### config.mk
export PLATFORM = sky130hd
export DESIGN_NAME = mts_cell
export DESIGN_NICKNAME = d
export VERILOG_FILES = /design/src/design/min_tracking_stack_macros.svh /design/src/design/mts_pkg.sv /design/src/design/mts_cell.sv
export SDC_FILE = /design/constraint.sdc
export NUM_CORES = 1
export LEC_CHECK = 0
export BUFFER_PORTS_ARGS = -buffer_cell sky130_fd_sc_hd__buf_4
export CORE_ASPECT_RATIO = 1.75
export CORE_MARGIN = 3
export CORE_UTILIZATION = 38
export DETAILED_ROUTE_END_ITERATION = 6
export PLACE_DENSITY_LB_ADDON = 0.2
export SLEW_MARGIN = 20
export SYNTH_ARGS = -nofsm -noshare
export SYNTH_HDL_FRONTEND = slang
export SYNTH_SLANG_ARGS = --single-unit
### constraint.sdc
create_clock -name clk -period 2.3 [get_ports clk]
set_input_delay 0.23 -clock clk [delete_from_list [all_inputs] [get_ports clk]]
set_output_delay 0.23 -clock clk [all_outputs]
set_load 0.02 [all_outputs]
### src/design/min_tracking_stack_macros.svh
// ----------------------------------------------------------------------------
// Assertion macros for the min tracking stack
// Each macro expects clk and arst_n in scope and is disabled during reset.
// ----------------------------------------------------------------------------
`ifndef MIN_TRACKING_STACK_MACROS_SVH
`define MIN_TRACKING_STACK_MACROS_SVH

// A condition that must hold at every clock edge.
`define MTS_ASSERT_HOLD(label, cond, msg) \
	label: assert property (@(posedge clk) disable iff (!arst_n) (cond)) else $error(msg);

// A consequence that must hold in the same cycle as its antecedent.
`define MTS_ASSERT_IMP(label, ante, cons, msg) \
	label: assert property (@(posedge clk) disable iff (!arst_n) (ante) |-> (cons)) \
		else $error(msg);

// A consequence that must hold in the cycle after its antecedent.
`define MTS_ASSERT_NEXT(label, ante, cons, msg) \
	label: assert property (@(posedge clk) disable iff (!arst_n) (ante) |=> (cons)) \
		else $error(msg);

`endif

### src/design/mts_pkg.sv
// ----------------------------------------------------------------------------
// Min tracking stack package
// Command and result word types, command and status codes, default sizes.
// ----------------------------------------------------------------------------
package mts_pkg;

	localparam int DEF_STACK_DEPTH = 64;
	localparam int DEF_DATA_WIDTH  = 32;
	localparam int FIELD_W         = 32;
	localparam int DEPTH_FIELD_W   = 7;

	localparam logic [1:0] CMD_PUSH = 2'd0;
	localparam logic [1:0] CMD_POP  = 2'd1;
	localparam logic [1:0] CMD_READ = 2'd2;

	localparam logic [1:0] ST_OK        = 2'd0;
	localparam logic [1:0] ST_UNDERFLOW = 2'd1;
	localparam logic [1:0] ST_OVERFLOW  = 2'd2;

	typedef struct packed {
		logic [1:0]                command;
		logic signed [FIELD_W-1:0] value;
	} cmd_t;

	typedef struct packed {
		logic signed [FIELD_W-1:0] top_value;
		logic signed [FIELD_W-1:0] min_value;
		logic [DEPTH_FIELD_W-1:0]  depth_used;
		logic                      is_empty;
		logic [1:0]                status;
	} result_t;

	// Shift control shared by every level of the stack.
	typedef struct packed {
		logic push;
		logic pop;
	} shift_t;

endpackage

### src/design/mts_cell.sv
// ----------------------------------------------------------------------------
// Min tracking stack level
// Holds one value and the minimum at or below it. On a push it takes the
// level above, on a pop it takes the level below, otherwise it holds.
// ----------------------------------------------------------------------------
module mts_cell #(
	parameter int DATA_WIDTH = mts_pkg::DEF_DATA_WIDTH
) (
	input  logic                  clk,
	input  mts_pkg::shift_t       ctl,
	input  logic [DATA_WIDTH-1:0] up_value,
	input  logic [DATA_WIDTH-1:0] up_min,
	input  logic [DATA_WIDTH-1:0] down_value,
	input  logic [DATA_WIDTH-1:0] down_min,
	output logic [DATA_WIDTH-1:0] value,
	output logic [DATA_WIDTH-1:0] min_val
);
	import mts_pkg::*;

	logic [DATA_WIDTH-1:0] value_q;
	logic [DATA_WIDTH-1:0] min_q;

	always_ff @(posedge clk) begin
		priority if (ctl.push) begin
			value_q <= up_value;
			min_q   <= up_min;
		end else if (ctl.pop) begin
			value_q <= down_value;
			min_q   <= down_min;
		end else begin
			value_q <= value_q;
			min_q   <= min_q;
		end
	end

	assign value   = value_q;
	assign min_val = min_q;

endmodule

==> impl_summary.md, run 1 <==
Timing
The final number of hold-violating endpoints is 0. Final hold analysis gives a worst-case slack of 202 ps. After layout, the minimum clock period comes to 1190 ps.

Setup repair after global routing left no endpoint under its margin. The setup violation total in the final timing report is 0. At the pin with the least slew margin, the transition time is 404 ps.

The top achievable clock speed is 841 MHz. In the finished design, the share of the clock period the worst path needs comes to 51.7%. The final number of max-transition violations is 0.

Summed over all failing endpoints, the final setup total negative slack is 0 ps. The normalized max-slew margin is 73.1%.

Worst hold path
The path category of the worst min-delay check is in2reg.

Synth
After synthesis, the cell types taking the most area are sky130_fd_sc_hd__edfxtp_1 66%, sky130_fd_sc_hd__mux2_4 25%, sky130_fd_sc_hd__mux2_2 5.8%, sky130_fd_sc_hd__buf_6 2.3%, sky130_fd_sc_hd__or2_1 0.22%. The commonest cells after synthesis are 64 x sky130_fd_sc_hd__edfxtp_1, 49 x sky130_fd_sc_hd__mux2_4, 15 x sky130_fd_sc_hd__mux2_2. The cell count after synthesis is 136. The total nets after synthesis is 267. Synthesis inferred 64 register bits.

The distinct cell type count of the synthesized netlist is 6. After Yosys synthesis, full adders, half adders and majority gates account for 0% of the synthesized area. The portion of synthesized area spent on multiplexers is 31.1%. The xor and xnor area share after synthesis is 0%. In the synthesized netlist the dominant register cell turns out to be sky130_fd_sc_hd__edfxtp_1.

Counting flops with an async set or reset pin after synthesis yields a share of 0%. Of the total synthesized cell area, the portion taken by AND, OR, NAND and NOR gates is 0.215%. The cell taking the most area after synthesis is sky130_fd_sc_hd__edfxtp_1.

During synthesis, Yosys emitted a total of 0 warnings. The share of the synthesized area in compound gates (AO/OA/AOI/OAI) is 0%. The largest family of logic cells by synthesized area is multiplexers.

The area share of the leading cell type in the synthesized netlist is 66.1%. The netlist area before placement is 2910 sq um. The most numerous cell in the Yosys netlist is sky130_fd_sc_hd__edfxtp_1. Yosys mapped a number of flops with a built-in enable equal to 64. The post-synthesis sequential area ratio is 66.1%. The synthesized area divided by synthesized cell count is 21.4 sq um.

Cells and area
At the end of the flow, the number of nets in the layout was 468. The total non-filler cell area in the finished layout is 4720 sq um. Registers take 1920 sq um. Compared with the post-synthesis result, the final layout area differs by 62.6%. In the final layout, the share of cells above drive strength 1 is 79.8%.

The diode insertion count for antenna repair is 0. The area of the multi-input gates is 911 sq um. The filler cells instantiated in the layout total 570.

Clock tree
TritonCTS built the clock tree. The number of buffers on the longest clock path is 2. Post-CTS repair changed the size of 0 cells. The clock sink total is 64. The total CTS buffers is 9. The H-tree was split into 3 levels.

Clock-pin slew was measured on the worst setup and hold paths at 50 ps. In this run the post-CTS setup repair buffer count came out at 0. The library cell used as clock root buffer is sky130_fd_sc_hd__clkbuf_16. After clock tree synthesis, the flow added hold-fix buffers numbering 0.

Placement
Port buffering added 194 buffers. Detailed placement finished with a half-perimeter wire length of 5980 microns. At the end of routability-driven placement, the weighted congestion stood at 0.730. The area after detailed placement is 4440 sq um.

GRT
The remaining global-route overflow is 0. Entering global routing, the biggest net connects 65 pins. The via count of the first global-routing pass is 2188.

The total track usage is 17.5%. The initial antenna violation count was 0. The wire length of the first global-routing pass is 11100 microns.

Detailed routing
The number of nets with antenna violations after detailed routing is 0. Detailed routing inserted a total of 2009 vias. In the final routed layout, each cell accounts on average for 17.8 microns. The first-pass detailed-route iteration total is 4. In the routed layout, each cell is associated on average with a via count of 4.69. After detailed routing, the number of remaining DRC violations is 0. The first routing iteration left 143 violations.

After detailed routing, the total wire length is 7610 microns.

Worst setup path
The nature of the critical path endpoint is a register. For the worst setup path, the data required time is 2370 ps. The arrival time at the worst endpoint is 1260 ps.

The cell type of the slowest stage on the worst timing path is sky130_fd_sc_hd__mux2_2. On the worst path, the slowest cell contributes a delay of 370 ps. Along the worst path, the maximum fanout reaches 31.

Walking the worst path, the cells encountered are buf_4, buf_12, mux2_2. STA classifies the critical path startpoint as an input pin. By startpoint and endpoint, the worst setup path is classified as in2reg.

Status
The flow ran to the end, and the final reports show no timing, DRC or antenna violations.

Floorplan
The die is 122 microns tall. The I/O pin count is 195. The core region is 7340 sq um.

The standard-cell row count is 41. The effective utilization at floorplan is 39.6%. The die is 72.1 microns wide. The die covers 8770 sq um.

Power
In this run the static leakage power is 2.21 nW. IR analysis of the VDD net gives a maximum drop of 0.532 mV. The post-layout total power is 3.48 mW. In this run the power density over the cells is 736 nW/um^2.

Run
The tool flagged a number of max-cap violations equal to 0.
critical path, delay by kind of cell:
| family | cells | cell delay, ps |
|---|---|---|
| buffers and inverters | 2 | 630 |
| muxes | 1 | 370 |
report_power, final:
part           switching, mW  internal, mW  leakage (nW)
logic                  0.324         0.414          1.42
registers             0.0347          1.44         0.652
clock network          0.447         0.820         0.136
total                  0.806          2.67          2.21
final cells by class:
cell class                      instances  share of cell area [%]
Sequential cell                        64                    40.7
Timing Repair Buffer                  197                    31.8
Multi-Input combinational cell         65                    19.3
Clock buffer                           10                    4.85
Tap cell                               86                    2.28
Clock inverter                          6                    1.06
metrics by stage:
step                      std cells  util, %  setup WS, ps
final                           428     64.4          1110
after global routing            428     64.4          1060
after CTS                       428     64.4          1110
after detailed placement        412     60.6           766
after global placement          412     60.6           791
after floorplan                 136        -           529
sequential cells by signal, indices dropped and copies added, names as in the netlist:
signal and cells:
min_val 32, value 32
cell usage in the layout (no fill, tap or decap), drive strengths merged:
cell type / count
edfxtp: 64
bufinv: 1
clkbuf: 10
mux2: 64
buf: 197
clkinv: 5
or2: 1
final timing paths:
kind | start | end | depth (start not counted) | slack [ps]
worst max-delay path | ctl[1] | min_val[3] | 3 | 1110
worst min-delay path | up_min[16] | min_val[16] | 2 | 200
layer usage:
metal | part of all wire [%] | routed length, microns | GRT usage, % | vias to the layer above
met5 | 0 | 0 | 0 | -
met4 | 2.2 | 166 | 7.76 | 0
met3 | 10 | 782 | 6.11 | 11
met2 | 58 | 4450 | 32.9 | 128
met1 | 29 | 2210 | 16.3 | 935
li1 | - | - | - | 935
cell families after synthesis:
family        after synthesis
buf+inv                     7
simple gates                1
flops                      64
mux                        64
Note: power is estimated with default switching activity, not from simulation.
==> run 2: changes to the inputs <==
--- a/config.mk
+++ b/config.mk
@@ -5,10 +5,11 @@
 export SDC_FILE = /design/constraint.sdc
 export NUM_CORES = 1
 export LEC_CHECK = 0
+export ABC_AREA = 1
 export BUFFER_PORTS_ARGS = -buffer_cell sky130_fd_sc_hd__buf_4
 export CORE_ASPECT_RATIO = 1.75
 export CORE_MARGIN = 3
-export CORE_UTILIZATION = 38
+export CORE_UTILIZATION = 41
 export DETAILED_ROUTE_END_ITERATION = 6
 export PLACE_DENSITY_LB_ADDON = 0.2
 export SLEW_MARGIN = 20
==> constraint.sdc (replaced) <==
create_clock -name clk -period 1.24 [get_ports clk]
set_input_delay 0.124 -clock clk [delete_from_list [all_inputs] [get_ports clk]]
set_output_delay 0.124 -clock clk [all_outputs]
set_load 0.02 [all_outputs]
==> run 2 against run 1 <==
Global-route usage increased by 1.9 points; via count increased by 24%; critical endpoint is now min_val[14]; sequential share of layout area increased by 3.0 points; sequential power increased by 85%; largest power group unchanged.
==> impl_summary.md, run 2 <==
GRT
The largest net degree at the start of global routing came to 65 (unchanged). The wire length of the first global-routing pass came to 10900 microns (was 11100 microns). The total track usage was 19.4% (was 17.5%). The initial antenna violation count came to 0 (unchanged).

The remaining global-route overflow was 0 (unchanged). The via count of the first global-routing pass was 2444 (was 2188).

Worst setup path
The biggest fanout along the worst timing path is 1 (was 31). The launching element of the worst setup path was min_val[14] (was ctl[1]). The arrival time at the worst endpoint is 870 ps (was 1260 ps). Cell-by-cell listing of the critical path: buf_4 (was buf_4, buf_12, mux2_2). The delay contributed by the slowest stage of the critical path is 380 ps (was 370 ps). The kind of cell with the highest combined delay on the critical path is flip-flops (was buffers and inverters). The required time of the worst setup path was 1120 ps (was 2370 ps). The nature of the critical path endpoint is an output port (was register). The cell type of the slowest stage on the worst timing path is sky130_fd_sc_hd__edfxtp_1 (was sky130_fd_sc_hd__mux2_2). The count of buffering cells on the critical path with inverters included is 1 (was 2). The sort of element at the start of the critical path is a register (was input pin). The worst setup path category is reg2out (was in2reg).

Clock tree
The count of cells resized by post-cts repair was 0 (unchanged). The CTS clock-pin slew for the worst setup and hold paths came to 70 ps (was 50 ps). The total CTS buffers is 9 (unchanged).

The CTS tree is done (unchanged). The clock sink total is 64 (unchanged). The number of levels in the clock H-tree is 3 (unchanged). The number of buffers on the longest clock path is 2 (unchanged). The setup fix buffers added after clock tree synthesis came to 0 (unchanged). The library cell used as clock root buffer is sky130_fd_sc_hd__clkbuf_8 (was sky130_fd_sc_hd__clkbuf_16). The count of hold-fix buffers inserted at cts was 0 (unchanged).

Synth
The netlist area before placement is 2760 sq um (was 2910 sq um). The total nets after synthesis is 402 (was 267). The number of warnings issued by yosys came to 0 (unchanged). The post-synthesis sequential area ratio is 69.8% (was 66.1%). The cell taking the most area after synthesis is sky130_fd_sc_hd__edfxtp_1 (unchanged). Most used standard cells in the synthesized netlist: 192 x sky130_fd_sc_hd__nand2_1, 64 x sky130_fd_sc_hd__edfxtp_1, 7 x sky130_fd_sc_hd__buf_2 (was 64 x sky130_fd_sc_hd__edfxtp_1, 49 x sky130_fd_sc_hd__mux2_4, 15 x sky130_fd_sc_hd__mux2_2). The number of flops mapped to enable cells by yosys is 64 (unchanged). The most numerous cell in the Yosys netlist is sky130_fd_sc_hd__nand2_1 (was sky130_fd_sc_hd__edfxtp_1). The post-synthesis async set-or-reset flop share is 0% (unchanged). The synthesized area divided by synthesized cell count is 10.2 sq um (was 21.4 sq um). The top flip-flop cell by instance count after synthesis is sky130_fd_sc_hd__edfxtp_1 (unchanged).

Area contributors post-synth: sky130_fd_sc_hd__edfxtp_1 70%, sky130_fd_sc_hd__nand2_1 26%, sky130_fd_sc_hd__buf_6 2.5%, sky130_fd_sc_hd__buf_2 1.3%, sky130_fd_sc_hd__or2_2 0.23% (was sky130_fd_sc_hd__edfxtp_1 66%, sky130_fd_sc_hd__mux2_4 25%, sky130_fd_sc_hd__mux2_2 5.8%, sky130_fd_sc_hd__buf_6 2.3%, sky130_fd_sc_hd__or2_1 0.22%). The area share of the leading cell type in the synthesized netlist is 69.8% (was 66.1%). The distinct cell type count of the synthesized netlist is 6 (unchanged). The number of synthesized register bits was 64 (unchanged). The cell count after synthesis is 271 (was 136).

Floorplan
The I/O pin count came to 195 (unchanged). The effective utilization at floorplan is 43.2% (was 39.6%). The standard-cell row count is 38 (was 41). The die outline width is 68.0 microns (was 72.1 microns).

The placeable core region came to 6370 sq um (was 7340 sq um). The die height is 114 microns (was 122 microns). The overall die area is 7780 sq um (was 8770 sq um).

Cells and area
The final standard cell utilization of the core is 69.1% (was 64.4%). The most common cell after layout, fill and taps aside is sky130_fd_sc_hd__buf_4 (unchanged). The number of filler instances in the final layout is 530 (was 570). The layout overhead on the synthesized area is 59.7% (was 62.6%). The diode insertion count for antenna repair is 0 (unchanged). The share of layout cells above drive strength 1 was 44.8% (was 79.8%).

The number of nets in the layout is 597 (was 468). Commonest cells after routing, fill and taps aside: 196 x sky130_fd_sc_hd__buf_4, 192 x sky130_fd_sc_hd__nand2_1, 64 x sky130_fd_sc_hd__edfxtp_1 (was 195 x sky130_fd_sc_hd__buf_4, 64 x sky130_fd_sc_hd__edfxtp_1, 49 x sky130_fd_sc_hd__mux2_4). The post-layout instance count excluding filler cells is 551 (was 428).

Timing
The minimum clock period after layout is 995 ps. The normalized max-slew margin came to 43.0% (was 73.1%). Setup repair after global routing missed its margin: no (unchanged).

The worst hold margin came to 63.5 ps (was 202 ps). The setup violation total in the final timing report is 0 (unchanged). The final number of hold-violating endpoints was 0 (unchanged). The final critical-path share of the clock period is 80.2%. Timing would allow up to 1010 MHz. The transition time at the pin with the least slew margin is 855 ps (was 404 ps). The final number of max-transition violations is 0 (unchanged).

Worst hold path
The instance count along the most critical hold path is 3 (was 2). The beginning of the worst hold path is down_min[2] (was up_min[16]). The path category of the worst min-delay check is in2reg (unchanged). The worst-case hold path end point is min_val[2] (was min_val[16]).

Placement
The count of placed standard cells including taps is 535 (was 412). The HPWL reported at the end of detailed placement was 5750 microns (was 5980 microns). The count of input and output buffers was 194 (unchanged). The global placement routability congestion is 0.802 (was 0.730).

Run
The number of max-cap violations is 0 (unchanged).

Detailed routing
The overall via count from detail_route is 2500 (was 2009). The number of nets with antenna violations after detailed routing is 0 (unchanged). The wire length per cell after detailed routing is 13.4 microns (was 17.8 microns).

The count of unresolved DRC violations after routing is 0 (unchanged). The first-pass detailed-route iteration total is 5 (was 4). The per-cell via count in the routed design is 4.54 (was 4.69).

The total wire length is 7410 microns (was 7610 microns). The number of DRC violations after detailed-routing iteration 0 is 118 (was 143).

Power
The worst-case vdd ir drop was 0.776 mV (was 0.532 mV). The leakage dissipation is 2.27 nW (was 2.21 nW). The power per standard cell area came to 1230 nW/um^2 (was 736 nW/um^2).

Status
Outcome: finished, final reports clean (unchanged).
## run 2: cell types whose count changed after synthesis, sizes merged
cell and change:
mux2 -64, nand2 +192, buf +6, inv +1
## run 2: where the power goes
part / switching, mW / leakage, nW / internal [mW] / total, mW
Combinational: 0.660 / 1.52 / 0.618 / 1.28
Clock: 0.699 / 0.0823 / 0.694 / 1.39
Sequential: 0.0618 / 0.659 / 2.66 / 2.72
## run 2: worst max-delay path by stage
stage                       end  depth (start not counted)
floorplan            min_val[0]                          2
global route         min_val[1]                          1
global placement       value[4]                          2
CTS                 min_val[14]                          1
finish              min_val[14]                          1
detailed placement     value[4]                          2
## run 2: cells by family (layout without fill, tap and decap cells)
family / after synthesis / in the layout / share of synthesized area [%]
buffers and inverters: 14 / 214 / 3.86
flip-flops: 64 / 64 / 69.8
AND/OR/NAND/NOR: 193 / 193 / 26.4
## run 2: cell type report
class                      instances  area, sq um  area share (%)
clock buffer                      10          128            2.90
sequential                        64         1920            43.7
inverter                           1         3.75          0.0853
multi-input combinational        193          729            16.6
tap                               80          100            2.27
timing repair buffer             197         1490            33.9
clock inverter                     6         26.3           0.597
## run 2: metrics by stage
step                      total power [mW]  TNS [ps]  setup slack (ps)  area, sq um
after CTS                             5.46         0               220         4400
after detailed placement              4.07     -4280             -68.2         4250
after floorplan                       3.32         0              68.3         2760
after global placement                4.03     -2710             -43.9         4250
after global routing                  5.67         0               200         4400
final                                 5.39         0               245         4400
## run 2: routing by layer
| layer | part of all wire (%) | global-route usage, % | vias to the layer above |
|---|---|---|---|
| li1 | - | - | 1257 |
| met1 | 30 | 17.9 | 1118 |
| met2 | 58 | 36.2 | 111 |
| met3 | 8.7 | 5.60 | 14 |
| met4 | 2.6 | 9.69 | 0 |
| met5 | 0 | 0 | - |
